$ cat src/oxygen_percent_from_filtered_adc_macros.svh
// Assertion macros shared by the oxygen percentage block.
`ifndef OXYGEN_PERCENT_FROM_FILTERED_ADC_MACROS_SVH
`define OXYGEN_PERCENT_FROM_FILTERED_ADC_MACROS_SVH
`ifndef SYNTHESIS
// Checked at every rising clock edge outside reset.
`define OXPCT_ASSERT(label, prop, msg) \
    label: assert property (@(posedge clk) disable iff (!rst_n) prop) else $error(msg);
// Checked at every rising clock edge, reset included.
`define OXPCT_ASSERT_ALWAYS(label, prop, msg) \
    label: assert property (@(posedge clk) prop) else $error(msg);
`else
`define OXPCT_ASSERT(label, prop, msg)
`define OXPCT_ASSERT_ALWAYS(label, prop, msg)
`endif
`endif

$ cat src/oxpct_pkg.sv
// Types and constants of the oxygen percentage block.
`default_nettype none
package oxpct_pkg;

    localparam int CODE_W   = 16;
    localparam int TENTHS_W = 10;
    localparam int PROD_W   = 24;

    localparam logic [7:0]          AIR_TENTHS  = 8'd209;
    localparam logic [TENTHS_W-1:0] TENTHS_MAX  = 10'd999;
    localparam logic [CODE_W-1:0]   ERROR_LIMIT = 16'd2;
    localparam logic [CODE_W-1:0]   CAL_RESET   = 16'd100;

    typedef enum logic [1:0] {
        ST_IDLE,
        ST_MUL,
        ST_DIV,
        ST_DONE
    } state_t;

    typedef struct packed {
        logic busy;
        logic done;
    } div_stat_t;

endpackage
`default_nettype wire

$ cat src/oxpct_ema.sv
// Rounding exponential moving average with a 16-bit accumulator.
`default_nettype none
module oxpct_ema
    import oxpct_pkg::*;
#(
    parameter int FILTER_SHIFT = 4
)
(
    input  logic              clk,
    input  logic              rst_n,
    input  logic              update,
    input  logic [CODE_W-1:0] code,
    output logic [CODE_W-1:0] filt
);

    localparam logic [CODE_W:0] ROUND = (CODE_W+1)'(1) << (FILTER_SHIFT - 1);

    logic [CODE_W-1:0] acc_reg;
    logic [CODE_W-1:0] acc_next;
    logic [CODE_W-1:0] acc_sum;
    logic [CODE_W:0]   rounded;

    always_comb
    begin
        acc_sum  = acc_reg + code;
        // The rounding sum is one bit wider so that it cannot wrap.
        rounded  = {1'b0, acc_sum} + ROUND;
        filt     = CODE_W'(rounded >> FILTER_SHIFT);
        acc_next = acc_sum - filt;
    end

    always_ff @(posedge clk or negedge rst_n)
    begin
        if (!rst_n)
        begin
            acc_reg <= '0;
        end
        else if (update)
        begin
            acc_reg <= acc_next;
        end
    end

endmodule
`default_nettype wire

$ cat src/oxpct_div.sv
// Bit-serial restoring divider, one quotient bit per cycle.
`default_nettype none
`include "oxygen_percent_from_filtered_adc_macros.svh"
module oxpct_div
    import oxpct_pkg::*;
(
    input  logic              clk,
    input  logic              rst_n,
    input  logic              start,
    input  logic [PROD_W-1:0] dividend,
    input  logic [CODE_W-1:0] divisor,
    output div_stat_t         stat,
    output logic [PROD_W-1:0] quotient
);

    localparam int CNT_W = $clog2(PROD_W);
    localparam logic [CNT_W-1:0] LAST = CNT_W'(PROD_W - 1);

    logic [PROD_W-1:0] shift_reg;
    logic [PROD_W-1:0] shift_next;
    logic [CODE_W-1:0] rem_reg;
    logic [CODE_W-1:0] rem_next;
    logic [CODE_W-1:0] dvs_reg;
    logic [CNT_W-1:0]  cnt_reg;
    logic              busy_reg;
    logic              done_reg;
    logic [CODE_W+1:0] trial;

    // A zero divisor lets every trial pass, so the quotient comes out all ones.
    always_comb
    begin
        trial      = {1'b0, rem_reg, shift_reg[PROD_W-1]} - {2'b00, dvs_reg};
        shift_next = {shift_reg[PROD_W-2:0], ~trial[CODE_W+1]};
        if (trial[CODE_W+1])
        begin
            rem_next = {rem_reg[CODE_W-2:0], shift_reg[PROD_W-1]};
        end
        else
        begin
            rem_next = trial[CODE_W-1:0];
        end
    end

    always_ff @(posedge clk or negedge rst_n)
    begin
        if (!rst_n)
        begin
            busy_reg <= 1'b0;
            done_reg <= 1'b0;
            cnt_reg  <= '0;
        end
        else
        begin
            done_reg <= 1'b0;
            if (start)
            begin
                busy_reg <= 1'b1;
                cnt_reg  <= '0;
            end
            else if (busy_reg)
            begin
                cnt_reg <= cnt_reg + 1'b1;
                if (cnt_reg == LAST)
                begin
                    busy_reg <= 1'b0;
                    done_reg <= 1'b1;
                end
            end
        end
    end

    always_ff @(posedge clk)
    begin
        if (start)
        begin
            shift_reg <= dividend;
            rem_reg   <= '0;
            dvs_reg   <= divisor;
        end
        else if (busy_reg)
        begin
            shift_reg <= shift_next;
            rem_reg   <= rem_next;
        end
    end

    assign stat.busy = busy_reg;
    assign stat.done = done_reg;
    assign quotient  = shift_reg;

    `OXPCT_ASSERT(a_start_idle, start |-> !busy_reg, "divider started while busy")
    `OXPCT_ASSERT_ALWAYS(a_done_not_busy, done_reg |-> !busy_reg, "divider done while busy")
    `OXPCT_ASSERT(a_last_step_done, (busy_reg && cnt_reg == LAST && !start) |=> done_reg,
        "divider missed its done pulse")

endmodule
`default_nettype wire

$ cat src/oxygen_percent_from_filtered_adc.sv
// Top level: filtered galvanic sensor code to oxygen in tenths of a percent.
// An accepted request goes through ST_MUL, ST_DIV, then ST_DONE, which waits for out_free.
// New requests are taken only in ST_IDLE, after the 24-step serial divider is done.
// The output register lets the block take the next request while a result waits.
// Reset clears the filter accumulator and the peak; the calibration code becomes 100.
`default_nettype none
`include "oxygen_percent_from_filtered_adc_macros.svh"
module oxygen_percent_from_filtered_adc
    import oxpct_pkg::*;
#(
    parameter int FILTER_SHIFT = 4
)
(
    input  logic                       clk,
    input  logic                       rst_n,
    input  logic                       in_valid,
    output logic                       in_ready,
    input  logic signed [CODE_W-1:0]   adc_sample,
    input  logic                       cfg_valid,
    output logic                       cfg_ready,
    input  logic        [CODE_W-1:0]   air_calibration_code,
    output logic                       out_valid,
    input  logic                       out_ready,
    output logic        [CODE_W-1:0]   filtered_code,
    output logic        [TENTHS_W-1:0] oxygen_tenths,
    output logic                       sensor_error,
    output logic        [TENTHS_W-1:0] peak_tenths
);

    state_t              state_reg;
    state_t              state_next;
    logic [CODE_W-1:0]   cal_reg;
    logic [CODE_W-1:0]   filt_reg;
    logic [CODE_W-1:0]   ema_filt;
    logic [TENTHS_W-1:0] peak_reg;
    logic [TENTHS_W-1:0] peak_next;
    logic                out_valid_reg;
    logic [CODE_W-1:0]   out_filt_reg;
    logic [TENTHS_W-1:0] out_tenths_reg;
    logic                out_err_reg;
    logic [TENTHS_W-1:0] out_peak_reg;
    logic                accept;
    logic                div_start;
    logic                load_out;
    logic                out_free;
    div_stat_t           div_stat;
    logic [PROD_W-1:0]   quotient;
    logic [PROD_W-1:0]   product;
    logic [TENTHS_W-1:0] tenths_sat;
    logic                err;

    assign cfg_ready = 1'b1;
    assign accept    = in_valid && in_ready;
    assign out_free  = !out_valid_reg || out_ready;

    oxpct_ema #(
        .FILTER_SHIFT(FILTER_SHIFT)
    ) u_ema (
        .clk    (clk),
        .rst_n  (rst_n),
        .update (accept),
        .code   (adc_sample),
        .filt   (ema_filt)
    );

    // The divider's dividend register holds the product.
    assign product = PROD_W'(filt_reg) * PROD_W'(AIR_TENTHS);

    oxpct_div u_div (
        .clk      (clk),
        .rst_n    (rst_n),
        .start    (div_start),
        .dividend (product),
        .divisor  (cal_reg),
        .stat     (div_stat),
        .quotient (quotient)
    );

    always_comb
    begin
        tenths_sat = (quotient > PROD_W'(TENTHS_MAX)) ? TENTHS_MAX : quotient[TENTHS_W-1:0];
        err        = filt_reg <= ERROR_LIMIT;
        peak_next  = (!err && tenths_sat >= peak_reg) ? tenths_sat : peak_reg;
    end

    always_comb
    begin
        state_next = state_reg;
        in_ready   = 1'b0;
        div_start  = 1'b0;
        load_out   = 1'b0;
        unique case (state_reg)
            ST_IDLE:
            begin
                in_ready = 1'b1;
                if (in_valid)
                begin
                    state_next = ST_MUL;
                end
            end
            ST_MUL:
            begin
                div_start  = 1'b1;
                state_next = ST_DIV;
            end
            ST_DIV:
            begin
                if (div_stat.done)
                begin
                    state_next = ST_DONE;
                end
            end
            ST_DONE:
            begin
                if (out_free)
                begin
                    load_out   = 1'b1;
                    state_next = ST_IDLE;
                end
            end
            default:
            begin
                state_next = ST_IDLE;
            end
        endcase
    end

    always_ff @(posedge clk or negedge rst_n)
    begin
        if (!rst_n)
        begin
            state_reg     <= ST_IDLE;
            cal_reg       <= CAL_RESET;
            peak_reg      <= '0;
            out_valid_reg <= 1'b0;
        end
        else
        begin
            state_reg <= state_next;
            if (cfg_valid)
            begin
                cal_reg <= air_calibration_code;
            end
            if (load_out)
            begin
                peak_reg      <= peak_next;
                out_valid_reg <= 1'b1;
            end
            else if (out_ready)
            begin
                out_valid_reg <= 1'b0;
            end
        end
    end

    always_ff @(posedge clk)
    begin
        if (accept)
        begin
            filt_reg <= ema_filt;
        end
        if (load_out)
        begin
            out_filt_reg   <= filt_reg;
            out_tenths_reg <= tenths_sat;
            out_err_reg    <= err;
            out_peak_reg   <= peak_next;
        end
    end

    assign out_valid     = out_valid_reg;
    assign filtered_code = out_filt_reg;
    assign oxygen_tenths = out_tenths_reg;
    assign sensor_error  = out_err_reg;
    assign peak_tenths   = out_peak_reg;

    `OXPCT_ASSERT(a_tenths_range, out_valid_reg |-> out_tenths_reg <= TENTHS_MAX,
        "oxygen reading above saturation")
    `OXPCT_ASSERT(a_peak_rises, peak_reg >= $past(peak_reg), "peak reading decreased")
    `OXPCT_ASSERT(a_div_running, (state_reg == ST_DIV) |-> (div_stat.busy || div_stat.done),
        "waiting on an idle divider")

endmodule
`default_nettype wire

$ cat config.mk
export PLATFORM = sky130hd
export DESIGN_NAME = oxygen_percent_from_filtered_adc
export DESIGN_NICKNAME = d
export VERILOG_FILES = /design/src/oxpct_pkg.sv /design/src/oxpct_ema.sv /design/src/oxpct_div.sv /design/src/oxygen_percent_from_filtered_adc.sv
export VERILOG_INCLUDE_DIRS = /design/src /design/src/src
export SDC_FILE = /design/constraint.sdc
export NUM_CORES = 1
export LEC_CHECK = 0
export ABC_CLOCK_PERIOD_IN_PS = 8700
export BUFFER_PORTS_ARGS = -buffer_cell sky130_fd_sc_hd__buf_2
export CORE_ASPECT_RATIO = 0.6
export CORE_UTILIZATION = 58
export DETAILED_ROUTE_END_ITERATION = 12
export GPL_ROUTABILITY_DRIVEN = 0
export GPL_TIMING_DRIVEN = 0
export PLACE_DENSITY = 0.78
export SETUP_SLACK_MARGIN = 0.5
export SLEW_MARGIN = 40
export SYNTH_ARGS = -nofsm -noshare
export SYNTH_HDL_FRONTEND = slang
export SYNTH_HIERARCHICAL = 1
export SYNTH_SLANG_ARGS = --single-unit
$ cat constraint.sdc
create_clock -name clk -period 8.7 [get_ports clk]
set_input_delay 0 -clock clk [delete_from_list [all_inputs] [get_ports clk]]
set_output_delay 0 -clock clk [all_outputs]
set_load 0.03 [all_outputs]
# Word level (Yosys, flattened, before mapping)
# Index checks and enable logic that the tools add are counted.
# Widths: inputs -> output; s select.
# word_totals
ff_bits	155
in_bits	37
out_inout_bits	40
# classes
add_sub_neg	5
mul	1
n_lt_le_gt_ge	3
n_eq_ne	7
mux	23
n_bitwise	1
reduce_logical	9
# ops
op	count
$mux 24	2
$gt 24x10->1 const B	1
$mul 13x8->21 const B	1
$mux 10	2
$sub 17x16->18	1
$add 16x4->17 const B	1
$add 16x16->16	1
$mux 16	1
$sub 16x13->16	1
$le 13x2->1 const B	1
$mux 1	12
$ge 10x10->1	1
$mux 5	2
$pmux 2 s4	1
$mux 2	3
$add 5x1->5 const B	1
$eq 5x5->1 const B	1
$eq 2x2->1 const B	2
$ne 2x2->1 const B	2
$reduce_bool 2->1	2
$reduce_and 3->1	1
$eq 2x1->1 const B	1
$logic_and 1x1->1	2
$logic_not 1->1	2
4 further kinds	4

# Logic depth before layout (Yosys ltp)
# depth
depth_word	5
depth_mapped	20

# By module
# Netlist, hierarchy kept.
# by_module_without_submodules
module	n_inst	cells_each	area_per_inst_um2	seq_area_each_um2
oxygen_percent_from_filtered_adc	1	452	5531.6	2321.0
oxpct_div	1	293	3340.7	1696.6
oxpct_ema	1	319	2575.0	400.4

# Worst setup path after synthesis
# OpenSTA, ideal clock, no wires.
# synth_timing
path_type	register to register
from	reg filt_reg[1]
to	reg u_div.shift_reg[20] (netlist: u_div/quotient[20]), data pin
setup_time_ns	0.260
t_arrival_ns	3.884
required_ns	8.440
path_slack_ns	4.557
path_stages_with_launch	15
path_buffers	0
period_less_slack_ns	4.143
cell_sequence	edfxtp_1 -> ha_1 -> inv_1 -> fa_1 -> inv_1 -> fa_1 -> ha_1 -> ha_1 -> a211o_1 -> a2111oi_4 -> o31ai_1 -> nor3_1 -> o221ai_1 -> xor2_1 -> mux2_2
# synth_via
elab_chain_len	2
# synth_lines
item	line_no	rtl
from (decl)	oxygen_percent_from_filtered_adc.sv:33	logic [CODE_W-1:0] filt_reg;
from (signal assigned)	oxygen_percent_from_filtered_adc.sv:160	filt_reg <= ema_filt;
$mul 13x8->21	oxygen_percent_from_filtered_adc.sv:67	assign product = PROD_W'(filt_reg) * PROD_W'(AIR_TENTHS);
via product[20]	oxygen_percent_from_filtered_adc.sv:48	logic [PROD_W-1:0] product;
$mux 24	oxpct_div.sv:74	if (start)
to (signal assigned)	oxpct_div.sv:76	shift_reg <= dividend;
to (signal assigned)	oxpct_div.sv:82	shift_reg <= shift_next;
to (decl)	oxpct_div.sv:19	logic [PROD_W-1:0] shift_reg;
# The timed path passes the listed nets, and every way through them passes these cells.
# A chain may end at the register's enable or synchronous reset.

# Final worst setup path
# Ends and elaborated chain as after synthesis.

==> results.tsv <==
metric	value	unit
status	finished clean	
Syn Std Cell Area	11440	um^2
Root Driver	clkbuf_16	
WL/cell	17.87	um
total track usage	26.81	%
Fin. Hold Viols	0	
clk_skew	0.01245	ns
Setup Slack @ Placement	4.027	ns
Fin Setup TNS	0	ns
global-route wire length before repair	42360	um
Synth Warn #	6	
vias	8636	
Final period util	55.61	%
io pins	77	
Slew Viols, Final	0	
share of post-route cells with drive strength above 1	18.82	%
crit path cell chain	ha_1 -> inv_1 -> fa_1 -> inv_1 -> fa_1 -> ha_1 -> ha_1 -> a211o_1 -> a2111oi_4 -> o31ai_1 -> nor3_1 -> o221ai_1 -> xor2_1 -> mux2_2	
full die area	20310	um^2
largest net degree at the start of global routing	53	
slowest library cell on the worst path	edfxtp_1	
Max-cap violations	0	
Hold Slack	0.05098	ns
Crit Path Class	reg2reg	
CP dominant cell by count	ha_1	
Area Overhead vs Synth	13.14	%
Vias per Instance	5.931	
Worst-path clk slew	0.08	ns
crit start category	flop	
RSZ-0062 raised after global routing	false	
drt total wl	26020	um
Die Ht	110.8	um
Critical Path Sink Type	flop	
Slew @ Worst Pin	0.7227	ns
worst-path fanout max	7	
CTS tree	built	
DR iter-0 viols	939	
Diodes inserted	0	
post-DP HPWL	19050	um
Max Clk Rate	206.7	MHz
Final min period	4.838	ns
core area	19180	um^2
Routed Antenna Nets	0	
Fillers	1443	
initial antenna violation count	0	
# rows	39	
layout net count	1371	
total gr overflow	0	
clock latency at the later pin of the worst-skew pair	0.44	ns
Final Setup Violations	0	
syn avg cell area	10.76	um^2
Required @ worst endpoint	8.88	ns
crit path DAT	5.02	ns
Core Util, Final	67.49	%
CTS Buf Count	17	
worst rel slew slack	51.64	%
post_cts resized	0	
DR DRC count	0	
Longest Clk Path Bufs	2	
PortBufs	74	
Syn Inst Count	1063	
vias in the first global route	8200	
Die X	183.3	um
PnR worst setup slack	3.862	ns
H-tree lvl count	4	
CP max stage delay	0.57	ns
max reg flops	24	
initial core utilization	59.65	%
Clock Sinks	161	
worst hold path class	in2reg	
DRT Pass-1 Iters	7	
==> stage by stage <==
step | area [um^2] | cells
2_1_floorplan | 11450 | 1065
3_3_place_gp | 12150 | 1405
3_5_place_dp | 12160 | 1405
4_1_cts | 12940 | 1456
5_1_grt | 12940 | 1456
6_report | 12940 | 1456
==> final timing paths <==
path	start	end	slack (ns)	cells past startpoint
worst min-delay path	cfg_valid	cal_reg[3]	0.05	2
min in group asynchronous	rst_n	cal_reg[8]	0.10	2
worst max register to register	filt_reg[1]	u_div/quotient[20]	3.86	14
worst min register to register	cal_reg[13]	u_div/dvs_reg[13]	0.45	0
max in group asynchronous	rst_n	peak_reg[2]	8.20	2
worst max-delay path	filt_reg[1]	u_div/quotient[20]	3.86	14
==> cells in the final DEF (no fill, tap or decap), drive strengths merged, types with 5 or more instances in the layout <==
cell	n
or3	8
nand3	21
a21oi	60
clkinv	6
o311ai	6
a21boi	5
a211oi	21
o21a	5
ha	132
xnor2	37
nor4	12
o2bb2ai	5
a21o	14
dfxtp	16
nand4	14
o211ai	8
and3	9
nand2	45
clkbuf	37
buf	88
fa	25
nor2	66
inv	113
nand2b	15
dlygate4sd3	19
nor2b	12
xor2	23
or2	10
o31ai	6
edfxtp	93
o21ai	41
nor3	13
and2	12
mux2	55
mux2i	7
dfrtp	49
a31oi	14
==> layout make-up <==
class | count | area (um^2) | area share (%)
Sequential cell | 161 | 4418 | 34.14
Multi-Input combinational cell | 765 | 6465 | 49.95
Timing Repair Buffer | 93 | 566.8 | 4.379
Buffer | 34 | 176.4 | 1.363
Tap cell | 266 | 332.8 | 2.572
Clock buffer | 17 | 425.4 | 3.287
Inverter | 105 | 394.1 | 3.045
Clock inverter | 15 | 163.9 | 1.266
==> critical path: cells and delay by family, from the launching register on <==
family	cells	cell delay (ns)
xor+xnor	1	0.18
simple gates	1	0.21
mux	1	0.27
compound gates	4	1.16
fa+ha+maj	5	2.07
flops	1	0.57
buf+inv	2	0.13
==> timing repair <==
item / 4_1_cts / 5_1_grt
hold endpoints to repair: 68 / 0
buffers inserted: 0 / 0
hold buffers: 19 / 0
==> routing by layer <==
layer / wire length, um / up-vias / global-route usage, %
met1: 12800 / 4141 / 41.78
met3: 2227 / 27 / 5.618
met2: 10700 / 352 / 37.97
met4: 295 / 0 / 5.778
li1: - / 4116 / -
met5: 0 / - / 0
Power is left out: the tool's default activity adds up to more than one toggle a clock period on the data nets, which glitch-free logic cannot reach.
